[src/design/cps_pkg.sv]
`default_nettype none
package cps_pkg;

  localparam int SLOTS_DEF   = 16;
  localparam int TIME_W      = 48;
  localparam int BYTES_W     = 16;
  localparam int BASE_W      = 50;
  localparam int AW          = 54;
  localparam int IN_W        = 4 * TIME_W + BYTES_W;
  localparam int DIV_CONST   = 1000;
  localparam int MS_SHIFT    = 10;
  localparam int WIN_W       = 11;
  localparam int PLAY_W      = 11;
  localparam int CFG_IDX_W   = 3;
  localparam int CFG_DATA_W  = 16;
  localparam int STATUS_W    = 2;
  localparam int SLOT_DATA_W = TIME_W + BYTES_W;

  localparam logic [WIN_W-1:0]   WIN_HIGH_RST = 11'd10;
  localparam logic [WIN_W-1:0]   WIN_LOW_RST  = 11'h7f6;
  localparam logic [PLAY_W-1:0]  PLAY_OFS_RST = 11'd730;
  localparam logic [BYTES_W-1:0] CAP_RST      = 16'd4096;
  localparam logic [BYTES_W-1:0] MAX_RST      = 16'd4083;

  typedef enum logic [STATUS_W-1:0] {
    ST_TIME   = 2'd0,
    ST_PLAYED = 2'd1,
    ST_RESYNC = 2'd2,
    ST_REJECT = 2'd3
  } status_t;

  typedef enum logic [CFG_IDX_W-1:0] {
    CFG_WIN_HIGH    = 3'd0,
    CFG_WIN_LOW     = 3'd1,
    CFG_PLAY_OFS    = 3'd2,
    CFG_SLOT_CAP    = 3'd3,
    CFG_MAX_PAYLOAD = 3'd4
  } cfg_idx_t;

  typedef enum logic {
    ALU_ADD = 1'b0,
    ALU_SUB = 1'b1
  } alu_op_t;

  typedef enum logic [4:0] {
    S_IDLE,
    S_BASE,
    S_REL,
    S_DIFF,
    S_HALF,
    S_SAT,
    S_STORE,
    S_LOAD,
    S_ADDOFS,
    S_SUBSTAMP,
    S_ABS,
    S_DIV,
    S_DIVQ,
    S_DIVR,
    S_FIX,
    S_SIGN,
    S_PLAYOFS,
    S_DECIDE,
    S_DONE
  } state_t;

  typedef struct packed {
    logic [WIN_W-1:0]   win_high;
    logic [WIN_W-1:0]   win_low;
    logic [PLAY_W-1:0]  play_ofs;
    logic [BYTES_W-1:0] cap_bytes;
    logic [BYTES_W-1:0] max_bytes;
  } cps_cfg_t;

endpackage
`default_nettype wire

[src/design/cps_ram.sv]
`default_nettype none
module cps_ram #(
  parameter int WIDTH = 8,
  parameter int DEPTH = 16,
  localparam int ADDR_W = $clog2(DEPTH)
) (
  input  logic              clk,
  input  logic              we,
  input  logic [ADDR_W-1:0] waddr,
  input  logic [WIDTH-1:0]  wdata,
  input  logic              re,
  input  logic [ADDR_W-1:0] raddr,
  output logic [WIDTH-1:0]  rdata
);

  logic [WIDTH-1:0] mem_r [DEPTH];
  logic [WIDTH-1:0] rdata_r;

  always_ff @(posedge clk) begin
    if (we) begin
      mem_r[waddr] <= wdata;
    end
    if (re) begin
      rdata_r <= mem_r[raddr];
    end
  end

  assign rdata = rdata_r;

endmodule
`default_nettype wire

[src/design/cps_alu.sv]
`default_nettype none
module cps_alu (
  input  logic [cps_pkg::AW-1:0] a,
  input  logic [cps_pkg::AW-1:0] b,
  input  cps_pkg::alu_op_t       op,
  output logic [cps_pkg::AW-1:0] res
);
  import cps_pkg::*;

  always_comb begin
    case (op)
      ALU_ADD: res = a + b;
      ALU_SUB: res = a - b;
      default: res = a + b;
    endcase
  end

endmodule
`default_nettype wire

[src/design/cps_ctrl.sv]
`default_nettype none
module cps_ctrl #(
  parameter int SLOTS = cps_pkg::SLOTS_DEF,
  localparam int SW = $clog2(SLOTS)
) (
  input  logic                        clk,
  input  logic                        rst_n,
  input  logic                        in_valid,
  output logic                        in_ready,
  input  logic                        in_action,
  input  logic [cps_pkg::TIME_W-1:0]  in_local,
  input  logic [cps_pkg::TIME_W-1:0]  in_recv,
  input  logic [cps_pkg::TIME_W-1:0]  in_stamp,
  input  logic [cps_pkg::BYTES_W-1:0] in_bytes,
  input  cps_pkg::cps_cfg_t           cfg,
  output logic                        out_valid,
  input  logic                        out_ready,
  output cps_pkg::status_t            out_status,
  output logic [SW-1:0]               out_wslot,
  output logic                        out_pvalid,
  output logic [SW-1:0]               out_pslot,
  output logic [cps_pkg::BYTES_W-1:0] out_pbytes,
  output logic                        out_prep,
  output logic [cps_pkg::TIME_W-1:0]  out_offset
);
  import cps_pkg::*;

  state_t state_r, state_nxt;

  logic [TIME_W-1:0]  local_r, recv_r, stamp_r;
  logic [BYTES_W-1:0] bytes_r;
  logic [SW-1:0]      wslot_r;

  logic               base_known_r, base_known_nxt;
  logic [BASE_W-1:0]  base_r, base_nxt;
  logic [TIME_W-1:0]  offset_r, offset_nxt;
  logic [SW-1:0]      wptr_r, wptr_nxt, rptr_r, rptr_nxt;
  logic [SLOTS-1:0]   valid_r, valid_nxt;

  logic [AW-1:0]        acc_r, acc_nxt;
  logic                 neg_r, neg_nxt;
  logic [AW-1:0]        quo_r, quo_nxt;
  logic [AW-1:0]        fold_r, fold_nxt;
  logic                 hit_r, hit_nxt;
  logic [BYTES_W-1:0]   size_r, size_nxt;

  status_t            res_status_r, res_status_nxt;
  logic               res_pvalid_r, res_pvalid_nxt;
  logic [SW-1:0]      res_pslot_r, res_pslot_nxt;
  logic [BYTES_W-1:0] res_pbytes_r, res_pbytes_nxt;
  logic               res_prep_r, res_prep_nxt;

  logic               out_valid_r, out_valid_nxt;
  logic               out_load;
  status_t            out_status_r;
  logic [SW-1:0]      out_wslot_r, out_pslot_r;
  logic               out_pvalid_r, out_prep_r;
  logic [BYTES_W-1:0] out_pbytes_r;
  logic [TIME_W-1:0]  out_offset_r;

  logic [AW-1:0] alu_a, alu_b, alu_res;
  alu_op_t       alu_op;

  logic                   ram_we, ram_re;
  logic [SLOT_DATA_W-1:0] ram_rdata;

  logic [AW-1:0]    local_x, recv_x, base_x, ofs_x, stamp_x, hi_x, lo_x, play_x;
  logic [AW-1:0]    fold_x, low_x;
  logic             fold_done, rem_ge, lt_hi, gt_lo, fits, accept;
  logic [TIME_W-1:0] sat;

  function automatic logic [SW-1:0] ptr_step(input logic [SW-1:0] p, input int k);
    logic [SW+1:0] s;
    s = {2'b00, p} + (SW+2)'(k);
    if (s >= (SW+2)'(SLOTS)) begin
      s = s - (SW+2)'(SLOTS);
    end
    return s[SW-1:0];
  endfunction

  cps_alu u_alu (
    .a   (alu_a),
    .b   (alu_b),
    .op  (alu_op),
    .res (alu_res)
  );

  cps_ram #(
    .WIDTH (SLOT_DATA_W),
    .DEPTH (SLOTS)
  ) u_slot_ram (
    .clk   (clk),
    .we    (ram_we),
    .waddr (wslot_r),
    .wdata ({bytes_r, stamp_r}),
    .re    (ram_re),
    .raddr (rptr_r),
    .rdata (ram_rdata)
  );

  assign accept   = in_valid && in_ready;
  assign in_ready = (state_r == S_IDLE);

  assign local_x = {{(AW-TIME_W){1'b0}}, local_r};
  assign recv_x  = {{(AW-TIME_W){1'b0}}, recv_r};
  assign base_x  = {{(AW-BASE_W){base_r[BASE_W-1]}}, base_r};
  assign ofs_x   = {{(AW-TIME_W){offset_r[TIME_W-1]}}, offset_r};
  assign stamp_x = hit_r ? {{(AW-TIME_W){1'b0}}, ram_rdata[TIME_W-1:0]} : '0;
  assign hi_x    = {{(AW-WIN_W){cfg.win_high[WIN_W-1]}}, cfg.win_high};
  assign lo_x    = {{(AW-WIN_W){cfg.win_low[WIN_W-1]}}, cfg.win_low};
  assign play_x  = {{(AW-PLAY_W){1'b0}}, cfg.play_ofs};
  assign fold_x    = {{MS_SHIFT{1'b0}}, acc_r[AW-1:MS_SHIFT]};
  assign low_x     = {{(AW-MS_SHIFT){1'b0}}, acc_r[MS_SHIFT-1:0]};
  assign fold_done = ~|acc_r[AW-1:MS_SHIFT];
  assign rem_ge    = acc_r[MS_SHIFT-1:0] >= MS_SHIFT'(DIV_CONST);
  assign lt_hi   = $signed(acc_r) < $signed(hi_x);
  assign gt_lo   = $signed(acc_r) > $signed(lo_x);
  assign fits    = (&acc_r[AW-1:TIME_W-1]) || (~|acc_r[AW-1:TIME_W-1]);
  assign sat     = fits ? acc_r[TIME_W-1:0] :
                   (acc_r[AW-1] ? {1'b1, {(TIME_W-1){1'b0}}} : {1'b0, {(TIME_W-1){1'b1}}});

  always_comb begin
    state_nxt      = state_r;
    base_known_nxt = base_known_r;
    base_nxt       = base_r;
    offset_nxt     = offset_r;
    wptr_nxt       = wptr_r;
    rptr_nxt       = rptr_r;
    valid_nxt      = valid_r;
    acc_nxt        = acc_r;
    neg_nxt        = neg_r;
    quo_nxt        = quo_r;
    fold_nxt       = fold_r;
    hit_nxt        = hit_r;
    size_nxt       = size_r;
    res_status_nxt = res_status_r;
    res_pvalid_nxt = res_pvalid_r;
    res_pslot_nxt  = res_pslot_r;
    res_pbytes_nxt = res_pbytes_r;
    res_prep_nxt   = res_prep_r;
    out_valid_nxt  = out_valid_r && !out_ready;
    out_load       = 1'b0;
    alu_a          = '0;
    alu_b          = '0;
    alu_op         = ALU_ADD;
    ram_we         = 1'b0;
    ram_re         = 1'b0;

    case (state_r)
      S_IDLE: begin
        if (in_valid) begin
          res_pvalid_nxt = 1'b0;
          res_pslot_nxt  = '0;
          res_pbytes_nxt = '0;
          res_prep_nxt   = 1'b0;
          state_nxt      = in_action ? S_STORE : S_BASE;
        end
      end
      // time reply
      S_BASE: begin
        alu_a  = local_x;
        alu_b  = recv_x;
        alu_op = ALU_SUB;
        if (!base_known_r) begin
          base_nxt       = alu_res[BASE_W-1:0];
          base_known_nxt = 1'b1;
        end
        state_nxt = S_REL;
      end
      S_REL: begin
        alu_a     = local_x;
        alu_b     = base_x;
        alu_op    = ALU_SUB;
        acc_nxt   = alu_res;
        state_nxt = S_DIFF;
      end
      S_DIFF: begin
        alu_a     = recv_x;
        alu_b     = acc_r;
        alu_op    = ALU_SUB;
        acc_nxt   = alu_res;
        state_nxt = S_HALF;
      end
      S_HALF: begin
        // round toward zero before the arithmetic shift
        alu_a     = acc_r;
        alu_b     = {{(AW-1){1'b0}}, acc_r[AW-1]};
        alu_op    = ALU_ADD;
        acc_nxt   = {alu_res[AW-1], alu_res[AW-1:1]};
        state_nxt = S_SAT;
      end
      S_SAT: begin
        offset_nxt     = sat;
        res_status_nxt = ST_TIME;
        state_nxt      = S_DONE;
      end
      // audio chunk
      S_STORE: begin
        ram_we             = 1'b1;
        valid_nxt[wslot_r] = 1'b1;
        if (bytes_r >= cfg.cap_bytes || bytes_r > cfg.max_bytes) begin
          res_status_nxt = ST_REJECT;
          state_nxt      = S_DONE;
        end else begin
          state_nxt = S_LOAD;
        end
      end
      S_LOAD: begin
        ram_re    = 1'b1;
        hit_nxt   = valid_r[rptr_r];
        alu_a     = local_x;
        alu_b     = base_x;
        alu_op    = ALU_SUB;
        acc_nxt   = alu_res;
        state_nxt = S_ADDOFS;
      end
      S_ADDOFS: begin
        alu_a     = acc_r;
        alu_b     = ofs_x;
        alu_op    = ALU_ADD;
        acc_nxt   = alu_res;
        state_nxt = S_SUBSTAMP;
      end
      S_SUBSTAMP: begin
        alu_a     = acc_r;
        alu_b     = stamp_x;
        alu_op    = ALU_SUB;
        acc_nxt   = alu_res;
        size_nxt  = hit_r ? ram_rdata[SLOT_DATA_W-1:TIME_W] : '0;
        state_nxt = S_ABS;
      end
      S_ABS: begin
        alu_a     = '0;
        alu_b     = acc_r;
        alu_op    = ALU_SUB;
        neg_nxt   = acc_r[AW-1];
        acc_nxt   = acc_r[AW-1] ? alu_res : acc_r;
        quo_nxt   = '0;
        state_nxt = S_DIV;
      end
      // divide by the ms constant: fold the bits above the low ten back in
      // as 24 times their value (1024 - 1000 = 16 + 8)
      S_DIV: begin
        alu_a    = fold_x << 4;
        alu_b    = fold_x << 3;
        alu_op   = ALU_ADD;
        fold_nxt = alu_res;
        if (fold_done) begin
          state_nxt = S_FIX;
        end else begin
          state_nxt = S_DIVQ;
        end
      end
      S_DIVQ: begin
        alu_a     = quo_r;
        alu_b     = fold_x;
        alu_op    = ALU_ADD;
        quo_nxt   = alu_res;
        state_nxt = S_DIVR;
      end
      S_DIVR: begin
        alu_a     = low_x;
        alu_b     = fold_r;
        alu_op    = ALU_ADD;
        acc_nxt   = alu_res;
        state_nxt = S_DIV;
      end
      S_FIX: begin
        alu_a     = quo_r;
        alu_b     = {{(AW-1){1'b0}}, rem_ge};
        alu_op    = ALU_ADD;
        acc_nxt   = alu_res;
        state_nxt = S_SIGN;
      end
      S_SIGN: begin
        alu_a     = '0;
        alu_b     = acc_r;
        alu_op    = ALU_SUB;
        acc_nxt   = neg_r ? alu_res : acc_r;
        state_nxt = S_PLAYOFS;
      end
      S_PLAYOFS: begin
        alu_a     = acc_r;
        alu_b     = play_x;
        alu_op    = ALU_SUB;
        acc_nxt   = alu_res;
        state_nxt = S_DECIDE;
      end
      S_DECIDE: begin
        if (lt_hi && gt_lo) begin
          res_status_nxt = ST_PLAYED;
          res_pvalid_nxt = 1'b1;
          res_pslot_nxt  = rptr_r;
          res_pbytes_nxt = size_r;
          res_prep_nxt   = (rptr_r == wslot_r);
          rptr_nxt       = ptr_step(rptr_r, 1);
        end else begin
          res_status_nxt = ST_RESYNC;
          if (lt_hi) begin
            rptr_nxt = ptr_step(rptr_r, SLOTS - 1);
          end else if (gt_lo) begin
            rptr_nxt = ptr_step(rptr_r, 2);
          end
        end
        wptr_nxt  = ptr_step(wslot_r, 1);
        state_nxt = S_DONE;
      end
      S_DONE: begin
        if (!out_valid_r || out_ready) begin
          out_load      = 1'b1;
          out_valid_nxt = 1'b1;
          state_nxt     = S_IDLE;
        end
      end
      default: begin
        state_nxt = S_IDLE;
      end
    endcase
  end

  always_ff @(posedge clk) begin
    if (!rst_n) begin
      state_r      <= S_IDLE;
      base_known_r <= 1'b0;
      base_r       <= '0;
      offset_r     <= '0;
      wptr_r       <= '0;
      rptr_r       <= '0;
      valid_r      <= '0;
      out_valid_r  <= 1'b0;
    end else begin
      state_r      <= state_nxt;
      base_known_r <= base_known_nxt;
      base_r       <= base_nxt;
      offset_r     <= offset_nxt;
      wptr_r       <= wptr_nxt;
      rptr_r       <= rptr_nxt;
      valid_r      <= valid_nxt;
      out_valid_r  <= out_valid_nxt;
    end
  end

  always_ff @(posedge clk) begin
    if (accept) begin
      local_r <= in_local;
      recv_r  <= in_recv;
      stamp_r <= in_stamp;
      bytes_r <= in_bytes;
      wslot_r <= wptr_r;
    end
    acc_r        <= acc_nxt;
    neg_r        <= neg_nxt;
    quo_r        <= quo_nxt;
    fold_r       <= fold_nxt;
    hit_r        <= hit_nxt;
    size_r       <= size_nxt;
    res_status_r <= res_status_nxt;
    res_pvalid_r <= res_pvalid_nxt;
    res_pslot_r  <= res_pslot_nxt;
    res_pbytes_r <= res_pbytes_nxt;
    res_prep_r   <= res_prep_nxt;
    if (out_load) begin
      out_status_r <= res_status_r;
      out_wslot_r  <= wslot_r;
      out_pvalid_r <= res_pvalid_r;
      out_pslot_r  <= res_pslot_r;
      out_pbytes_r <= res_pbytes_r;
      out_prep_r   <= res_prep_r;
      out_offset_r <= offset_r;
    end
  end

  assign out_valid  = out_valid_r;
  assign out_status = out_status_r;
  assign out_wslot  = out_wslot_r;
  assign out_pvalid = out_pvalid_r;
  assign out_pslot  = out_pslot_r;
  assign out_pbytes = out_pbytes_r;
  assign out_prep   = out_prep_r;
  assign out_offset = out_offset_r;

endmodule
`default_nettype wire

[src/design/chunk_playout_scheduler.sv]
// jitter-buffer playout scheduler: one word in, one result word out. a time reply
// (tuser 0) sets the server time base on its first arrival and updates the clock
// offset; an audio chunk (tuser 1) is stored in the write slot and the age of the
// read slot decides between play and read-pointer resync. adds and subtracts run
// on one shared 54-bit adder under a sequencer, and the block takes no new word
// while it works. a chunk at or above the slot cap or over the max payload is
// rejected instead. the divide by 1000 folds the bits above the low ten back in
// as 24 times their value, and no chunk needs more than nine folds. the result
// sits in an output register, so the next word is accepted while it waits to be
// taken; a result that is still not taken when the next one is ready holds the
// block in its last step.
`default_nettype none
module chunk_playout_scheduler #(
  parameter int SLOTS = cps_pkg::SLOTS_DEF,
  localparam int SW = $clog2(SLOTS),
  localparam int OUT_BITS = 2 * SW + 2 + cps_pkg::BYTES_W + cps_pkg::TIME_W,
  localparam int OUT_W = ((OUT_BITS + 7) / 8) * 8
) (
  input  logic                           clk,
  input  logic                           rst_n,
  input  logic                           in_tvalid,
  output logic                           in_tready,
  // local_time_us, sent_time_us, received_time_us, chunk_stamp_us, chunk_bytes
  input  logic [cps_pkg::IN_W-1:0]       in_tdata,
  // action
  input  logic [0:0]                     in_tuser,
  output logic                           out_tvalid,
  input  logic                           out_tready,
  // write_slot, play_valid, play_slot, play_bytes, play_repeats, clock_offset_us
  output logic [OUT_W-1:0]               out_tdata,
  // status
  output logic [cps_pkg::STATUS_W-1:0]   out_tuser,
  input  logic                           cfg_wr_en,
  input  logic [cps_pkg::CFG_IDX_W-1:0]  cfg_index,
  input  logic [cps_pkg::CFG_DATA_W-1:0] cfg_wdata
);
  import cps_pkg::*;

  cps_cfg_t cfg_r;

  status_t            res_status;
  logic [SW-1:0]      res_wslot, res_pslot;
  logic               res_pvalid, res_prep;
  logic [BYTES_W-1:0] res_pbytes;
  logic [TIME_W-1:0]  res_offset;

  always_ff @(posedge clk) begin
    if (!rst_n) begin
      cfg_r.win_high  <= WIN_HIGH_RST;
      cfg_r.win_low   <= WIN_LOW_RST;
      cfg_r.play_ofs  <= PLAY_OFS_RST;
      cfg_r.cap_bytes <= CAP_RST;
      cfg_r.max_bytes <= MAX_RST;
    end else if (cfg_wr_en) begin
      case (cfg_index)
        CFG_WIN_HIGH:    cfg_r.win_high  <= cfg_wdata[WIN_W-1:0];
        CFG_WIN_LOW:     cfg_r.win_low   <= cfg_wdata[WIN_W-1:0];
        CFG_PLAY_OFS:    cfg_r.play_ofs  <= cfg_wdata[PLAY_W-1:0];
        CFG_SLOT_CAP:    cfg_r.cap_bytes <= cfg_wdata[BYTES_W-1:0];
        CFG_MAX_PAYLOAD: cfg_r.max_bytes <= cfg_wdata[BYTES_W-1:0];
        default: begin
        end
      endcase
    end
  end

  cps_ctrl #(
    .SLOTS (SLOTS)
  ) u_ctrl (
    .clk        (clk),
    .rst_n      (rst_n),
    .in_valid   (in_tvalid),
    .in_ready   (in_tready),
    .in_action  (in_tuser[0]),
    .in_local   (in_tdata[TIME_W-1:0]),
    .in_recv    (in_tdata[3*TIME_W-1:2*TIME_W]),
    .in_stamp   (in_tdata[4*TIME_W-1:3*TIME_W]),
    .in_bytes   (in_tdata[4*TIME_W+BYTES_W-1:4*TIME_W]),
    .cfg        (cfg_r),
    .out_valid  (out_tvalid),
    .out_ready  (out_tready),
    .out_status (res_status),
    .out_wslot  (res_wslot),
    .out_pvalid (res_pvalid),
    .out_pslot  (res_pslot),
    .out_pbytes (res_pbytes),
    .out_prep   (res_prep),
    .out_offset (res_offset)
  );

  assign out_tdata = OUT_W'({res_offset, res_prep, res_pbytes, res_pslot, res_pvalid, res_wslot});
  assign out_tuser = res_status;

endmodule
`default_nettype wire

[config.mk]
export PLATFORM = sky130hd
export DESIGN_NAME = chunk_playout_scheduler
export DESIGN_NICKNAME = d
export VERILOG_FILES = /design/src/design/cps_pkg.sv /design/src/design/cps_ram.sv /design/src/design/cps_alu.sv /design/src/design/cps_ctrl.sv /design/src/design/chunk_playout_scheduler.sv
export SDC_FILE = /design/constraint.sdc
export NUM_CORES = 2
export LEC_CHECK = 0
export BUFFER_PORTS_ARGS = -buffer_cell sky130_fd_sc_hd__buf_2
export CAP_MARGIN = 25
export CORE_AREA = 2 2 545 385
export DETAILED_ROUTE_END_ITERATION = 8
export DIE_AREA = 0 0 547 387
export PLACE_DENSITY = 0.47
export SETUP_SLACK_MARGIN = 0.4
export SYNTH_ARGS = -nofsm -noshare
export SYNTH_HDL_FRONTEND = slang
export SYNTH_SLANG_ARGS = --single-unit
export TNS_END_PERCENT = 50
[constraint.sdc]
create_clock -name clk -period 15.3 [get_ports clk]
set_input_delay 2.295 -clock clk [delete_from_list [all_inputs] [get_ports clk]]
set_output_delay 2.295 -clock clk [all_outputs]
set_load 0.02 [all_outputs]
==> report_table.html <==
<table>
<tr><th>Metric</th><th>Value</th></tr>
<tr><th colspan="2">Timing</th></tr>
<tr><td>Count of endpoints failing setup in the final report</td><td>0</td></tr>
<tr><td>Crit path time final</td><td>9.51 ns</td></tr>
<tr><td>Setup TNS</td><td>0 ns</td></tr>
<tr><td>Number of max-slew violations in the final report</td><td>0</td></tr>
<tr><td>Transition time at the pin with the least slew margin</td><td>approximately 1.1 ns</td></tr>
<tr><td>Final period util</td><td>62.2%</td></tr>
<tr><td>Maximum frequency from static timing analysis</td><td>approximately 110 MHz</td></tr>
<tr><td>Hold violation count in the final report</td><td>0</td></tr>
<tr><td>Clock skew after layout</td><td>0.0743 ns</td></tr>
<tr><td>Slew headroom</td><td>~23%</td></tr>
<tr><td>RSZ-0062 raised after global routing</td><td>false</td></tr>
<tr><th colspan="2">Worst setup path</th></tr>
<tr><td>Worst flop-to-flop path startpoint</td><td>u_ctrl.state_r[2]</td></tr>
<tr><td>Critical Path Start</td><td>u_ctrl.state_r[2]</td></tr>
<tr><td>Startpoint type of the worst setup path</td><td>flip-flop</td></tr>
<tr><td>R2r worst-path depth</td><td>23</td></tr>
<tr><td>Number of logic stages on the critical path including buffering</td><td>23</td></tr>
<tr><td>Buffers and inverters on the worst path</td><td>3</td></tr>
<tr><td>Crit path max fanout</td><td>39</td></tr>
<tr><td>Slowest library cell on the worst path</td><td>sky130_fd_sc_hd__or4_1</td></tr>
<tr><td>Worst Path Arrival</td><td>approximately 10 ns</td></tr>
<tr><td>Worst EP required</td><td>15.77 ns</td></tr>
<tr><td>Worst Path Class, Setup</td><td>flip-flop to flip-flop</td></tr>
<tr><td>Worst Setup End Kind</td><td>flip-flop</td></tr>
<tr><td>Worst path top cell family by delay</td><td>simple AND/OR/NAND/NOR gates</td></tr>
<tr><td>Critical path, cell by cell</td><td>buf_4, xor2_1, and3b_2, buf_4, a2111oi_0, and4_1, nand4_2, or4_1, nor3_1, a21oi_1, xor2_1, ha_1, nand4_1, nor3_1, o21ai_0, o21ai_0, o31ai_1, buf_4, o21ai_0, a41oi_1, o31ai_1, xor2_1, o22ai_1</td></tr>
<tr><td>Maximum single-stage delay on the critical path</td><td>about 0.80 ns</td></tr>
<tr><th colspan="2">CTS</th></tr>
<tr><td>CTS tree</td><td>built</td></tr>
<tr><td>Number of buffers created by CTS</td><td>175</td></tr>
<tr><td>CTS Hold Bufs</td><td>0</td></tr>
<tr><td>Number of post-CTS setup repair buffers</td><td>0</td></tr>
<tr><td>Buffers from clock root to sink, at most</td><td>4</td></tr>
<tr><td>CTS sink cnt</td><td>1726</td></tr>
<tr><td>Post-cts repair resize count</td><td>0</td></tr>
<tr><td>Clock-pin transition on the worst setup and hold timing paths</td><td>0.06 ns</td></tr>
<tr><td>Clock latency on the worst-skew pair</td><td>0.83 ns</td></tr>
<tr><td>CTS H-tree depth</td><td>4</td></tr>
<tr><td>Buffer cell driving the clock tree root</td><td>sky130_fd_sc_hd__clkbuf_16</td></tr>
<tr><th colspan="2">Routing</th></tr>
<tr><td>Post-route DRC</td><td>0</td></tr>
<tr><td>Number of iterations in the first detailed-routing pass</td><td>6</td></tr>
<tr><td>Vias per cell</td><td>between 5 and 6</td></tr>
<tr><td>Routed len/inst</td><td>30.9 um</td></tr>
<tr><td>Post-detailed-routing wire length</td><td>248 mm</td></tr>
<tr><td>Via count</td><td>46347</td></tr>
<tr><td>Number of nets still failing antenna checks after routing</td><td>0</td></tr>
<tr><td>DRC violation total after the first TritonRoute iteration</td><td>between 5000 and 6000</td></tr>
<tr><th colspan="2">Synth</th></tr>
<tr><td>Flip-flop and latch count after synthesis</td><td>around 1700</td></tr>
<tr><td>Post-Syn Area per Cell</td><td>between 15 and 20 sq um</td></tr>
<tr><td>Sequential area share after synthesis</td><td>67.4%</td></tr>
<tr><td>Most frequently used flop master after synthesis</td><td>sky130_fd_sc_hd__edfxtp_1</td></tr>
<tr><td>Cell area after technology mapping</td><td>approximately 74000 sq um</td></tr>
<tr><td>Fraction of registers with async set or reset after synthesis</td><td>0%</td></tr>
<tr><td>Main area contributors after synthesis</td><td>sky130_fd_sc_hd__edfxtp_1, sky130_fd_sc_hd__mux4_2, sky130_fd_sc_hd__dfxtp_1</td></tr>
<tr><td>Unique masters post-synth</td><td>slightly above 80</td></tr>
<tr><td>Count of flip-flops with a built-in enable after synthesis</td><td>1532</td></tr>
<tr><td>Number of warnings issued by yosys</td><td>0</td></tr>
<tr><td>Fraction of synthesized cell area taken by the top area cell type</td><td>62.1%</td></tr>
<tr><td>Leading area contributor after synthesis</td><td>sky130_fd_sc_hd__edfxtp_1</td></tr>
<tr><td>Instance count of the mapped netlist</td><td>4794</td></tr>
<tr><th colspan="2">Placed design</th></tr>
<tr><td>Final weighted congestion in routability-driven placement</td><td>0.961</td></tr>
<tr><td>Port-buffer cells</td><td>approximately 260</td></tr>
<tr><td>Post-detailed-placement half-perimeter wirelength</td><td>approximately 160 mm</td></tr>
<tr><td>Placement Cell Area</td><td>79100 sq um</td></tr>
<tr><th colspan="2">Global route</th></tr>
<tr><td>Number of antenna violations at the first check in global routing</td><td>18</td></tr>
<tr><td>Global-route wire length before repair</td><td>348 mm</td></tr>
<tr><td>Maximum number of pins on one net before global-route repair</td><td>108</td></tr>
<tr><td>Overflow left after global routing</td><td>0</td></tr>
<tr><td>Vias in the first global route</td><td>44692</td></tr>
<tr><td>Total global routing track utilization</td><td>22.9%</td></tr>
<tr><th colspan="2">Power and ir drop</th></tr>
<tr><td>VDD IR max</td><td>0.182 mV</td></tr>
<tr><td>Leakage dissipation</td><td>28.0 nW</td></tr>
<tr><td>Power density over the cells</td><td>232 nW/um^2</td></tr>
<tr><th colspan="2">Floorplanning</th></tr>
<tr><td>Initial Utilization</td><td>between 30% and 40%</td></tr>
<tr><td>IO Pins</td><td>317</td></tr>
<tr><td>Vertical die dimension</td><td>387 um</td></tr>
<tr><td>Row Count</td><td>140</td></tr>
<tr><td>Placeable core region</td><td>207000 sq um</td></tr>
<tr><td>Floorplan die area</td><td>approximately 210000 sq um</td></tr>
<tr><td>Die Width</td><td>~550 um</td></tr>
<tr><th colspan="2">Hold path</th></tr>
<tr><td>Hold path start</td><td>u_ctrl.res_pbytes_r[6]</td></tr>
<tr><td>Hold Path Cell Cnt</td><td>0</td></tr>
<tr><td>Path class of the lowest-slack min-delay path</td><td>flip-flop to flip-flop</td></tr>
<tr><th colspan="2">Finish</th></tr>
<tr><td>Ratio of cells with drive above 1 in the final layout</td><td>approximately a fifth</td></tr>
<tr><td>Total Nets Final</td><td>5536</td></tr>
<tr><td>Utilization after layout</td><td>40.9%</td></tr>
<tr><td>Finished Cell Area</td><td>roughly 84000 sq um</td></tr>
<tr><td>Layout-stage area growth over the synthesis result</td><td>14.1%</td></tr>
<tr><th colspan="2">Run</th></tr>
<tr><td>Maximum capacitance violations</td><td>0</td></tr>
<tr><th colspan="2">Run status</th></tr>
<tr><td>Run status</td><td>finished, final reports clean</td></tr>
</table>
per-stage QoR:
| step | hold slack [ns] | power [mW] | worst slack, ns | cells |
|---|---|---|---|---|
| final | 0.417 | 19.6 | 5.79 | 8000 |
| after global routing | 0.422 | 20.5 | 5.30 | 7998 |
| after CTS | 0.420 | 19.3 | 5.74 | 7993 |
| after detailed placement | 0.405 | 15.2 | 5.80 | 7688 |
| after global placement | 0.403 | 15.1 | 5.72 | 7684 |
| after floorplan | 0.400 | 12.1 | 8.02 | 4799 |
registers in the layout (all words and copies together) (netlist names), 5 cells and up:
signal and count:
u_ctrl.quo_r 54, u_ctrl.state_r 5, cfg_r 65, u_ctrl.bytes_r 16, u_ctrl.size_r 16, u_ctrl.offset_r 48
u_ctrl.base_r 50, u_ctrl.out_pbytes 16, u_ctrl.out_offset 48, u_ctrl.fold_r 54, u_ctrl.u_slot_ram.mem_r 1024, u_ctrl.stamp_r 48
u_ctrl.u_slot_ram.rdata 64, u_ctrl.valid_r 16, u_ctrl.acc_r 54, u_ctrl.recv_r 48, u_ctrl.res_pbytes_r 16, u_ctrl.local_r 48
power breakdown:
group,switching [mW],internal (mW)
clock,1.81,2.30
sequential,0.629,6.24
combinational,5.95,2.68
worst paths after layout:
kind | slack, ns | to
min | 0.42 | u_ctrl.out_pbytes[6]
min reg2reg | 0.42 | u_ctrl.out_pbytes[6]
max | 5.79 | u_ctrl.acc_r[52]
max reg2reg | 5.79 | u_ctrl.acc_r[52]
placed cells by master (no fill, tap or decap), types with 12 or more instances in the layout:
| cell | count |
|---|---|
| sky130_fd_sc_hd__nand2_1 | 294 |
| sky130_fd_sc_hd__a31oi_1 | 71 |
| sky130_fd_sc_hd__a2111oi_0 | 12 |
| sky130_fd_sc_hd__inv_1 | 144 |
| sky130_fd_sc_hd__and4_1 | 26 |
| sky130_fd_sc_hd__a211oi_1 | 25 |
| sky130_fd_sc_hd__nand2b_1 | 23 |
| sky130_fd_sc_hd__o211ai_1 | 28 |
| sky130_fd_sc_hd__o21a_1 | 30 |
| sky130_fd_sc_hd__clkbuf_1 | 47 |
| sky130_fd_sc_hd__nand3_1 | 106 |
| sky130_fd_sc_hd__a221oi_1 | 27 |
| sky130_fd_sc_hd__nor2_4 | 18 |
| sky130_fd_sc_hd__o22ai_1 | 52 |
| sky130_fd_sc_hd__or2_2 | 13 |
| sky130_fd_sc_hd__nor2b_1 | 18 |
| sky130_fd_sc_hd__a222oi_1 | 42 |
| sky130_fd_sc_hd__buf_2 | 262 |
| sky130_fd_sc_hd__nor3_1 | 32 |
| sky130_fd_sc_hd__a21oi_1 | 205 |
| sky130_fd_sc_hd__mux4_2 | 325 |
| sky130_fd_sc_hd__and2_1 | 53 |
| sky130_fd_sc_hd__nor4_1 | 18 |
| sky130_fd_sc_hd__a22oi_1 | 113 |
| sky130_fd_sc_hd__clkbuf_16 | 178 |
| sky130_fd_sc_hd__xnor2_1 | 51 |
| sky130_fd_sc_hd__a221o_1 | 26 |
| sky130_fd_sc_hd__xor2_1 | 53 |
| sky130_fd_sc_hd__nand4_1 | 51 |
| sky130_fd_sc_hd__edfxtp_1 | 1532 |
| sky130_fd_sc_hd__and3_1 | 78 |
| sky130_fd_sc_hd__clkinv_1 | 26 |
| sky130_fd_sc_hd__a21o_1 | 60 |
| sky130_fd_sc_hd__o21ai_0 | 177 |
| sky130_fd_sc_hd__ha_1 | 202 |
| sky130_fd_sc_hd__clkinv_2 | 25 |
| sky130_fd_sc_hd__nor2_1 | 227 |
| sky130_fd_sc_hd__dfxtp_1 | 190 |
| sky130_fd_sc_hd__buf_4 | 140 |
cells by family after synthesis:
kind of cell,Yosys count,share of synthesized area (%)
AOI/OAI and AO/OA,960,8.69
adders and majority gates,203,3.44
xor gates and xnor gates,104,1.23
other,1,0.00507
DFF,1726,67.4
muxes,335,10.0
buffers and inverters,433,2.32
and+or+nand+nor,1032,6.88
synth_stat cells, types with 51 or more instances:
| master | instances |
|---|---|
| sky130_fd_sc_hd__edfxtp_1 | 1532 |
| sky130_fd_sc_hd__and2_1 | 54 |
| sky130_fd_sc_hd__a21o_1 | 60 |
| sky130_fd_sc_hd__xnor2_1 | 51 |
| sky130_fd_sc_hd__a22oi_1 | 113 |
| sky130_fd_sc_hd__and3_1 | 79 |
| sky130_fd_sc_hd__ha_1 | 202 |
| sky130_fd_sc_hd__xor2_1 | 53 |
| sky130_fd_sc_hd__a21oi_1 | 205 |
| sky130_fd_sc_hd__nor2_1 | 245 |
| sky130_fd_sc_hd__a31oi_1 | 71 |
| sky130_fd_sc_hd__o21ai_0 | 177 |
| sky130_fd_sc_hd__nand3_1 | 106 |
| sky130_fd_sc_hd__dfxtp_1 | 194 |
| sky130_fd_sc_hd__inv_1 | 144 |
| sky130_fd_sc_hd__mux4_2 | 325 |
| sky130_fd_sc_hd__clkbuf_1 | 209 |
| sky130_fd_sc_hd__o22ai_1 | 54 |
| sky130_fd_sc_hd__nand2_1 | 296 |
| sky130_fd_sc_hd__nand4_1 | 51 |
routing by layer:
metal,part of all wire (%),vias up,track usage [%]
met2,42,2163,32.2
met4,2.3,4,5.18
met1,46,24152,35.2
met3,9.7,339,5.86
li1,-,19689,-
met5,0.011,-,0
final cells by class:
cell class                 instances  area, sq um
antenna                            3         7.51
clock buffer                     235         4770
clock inverter                    70          552
fill                           18800       122000
inverter                         147          554
multi-input combinational       2640        22700
sequential                      1726        49900
tap                             2769         3460
timing repair buffer             410         2500
No activity file was read; power rests on OpenSTA's default activity.
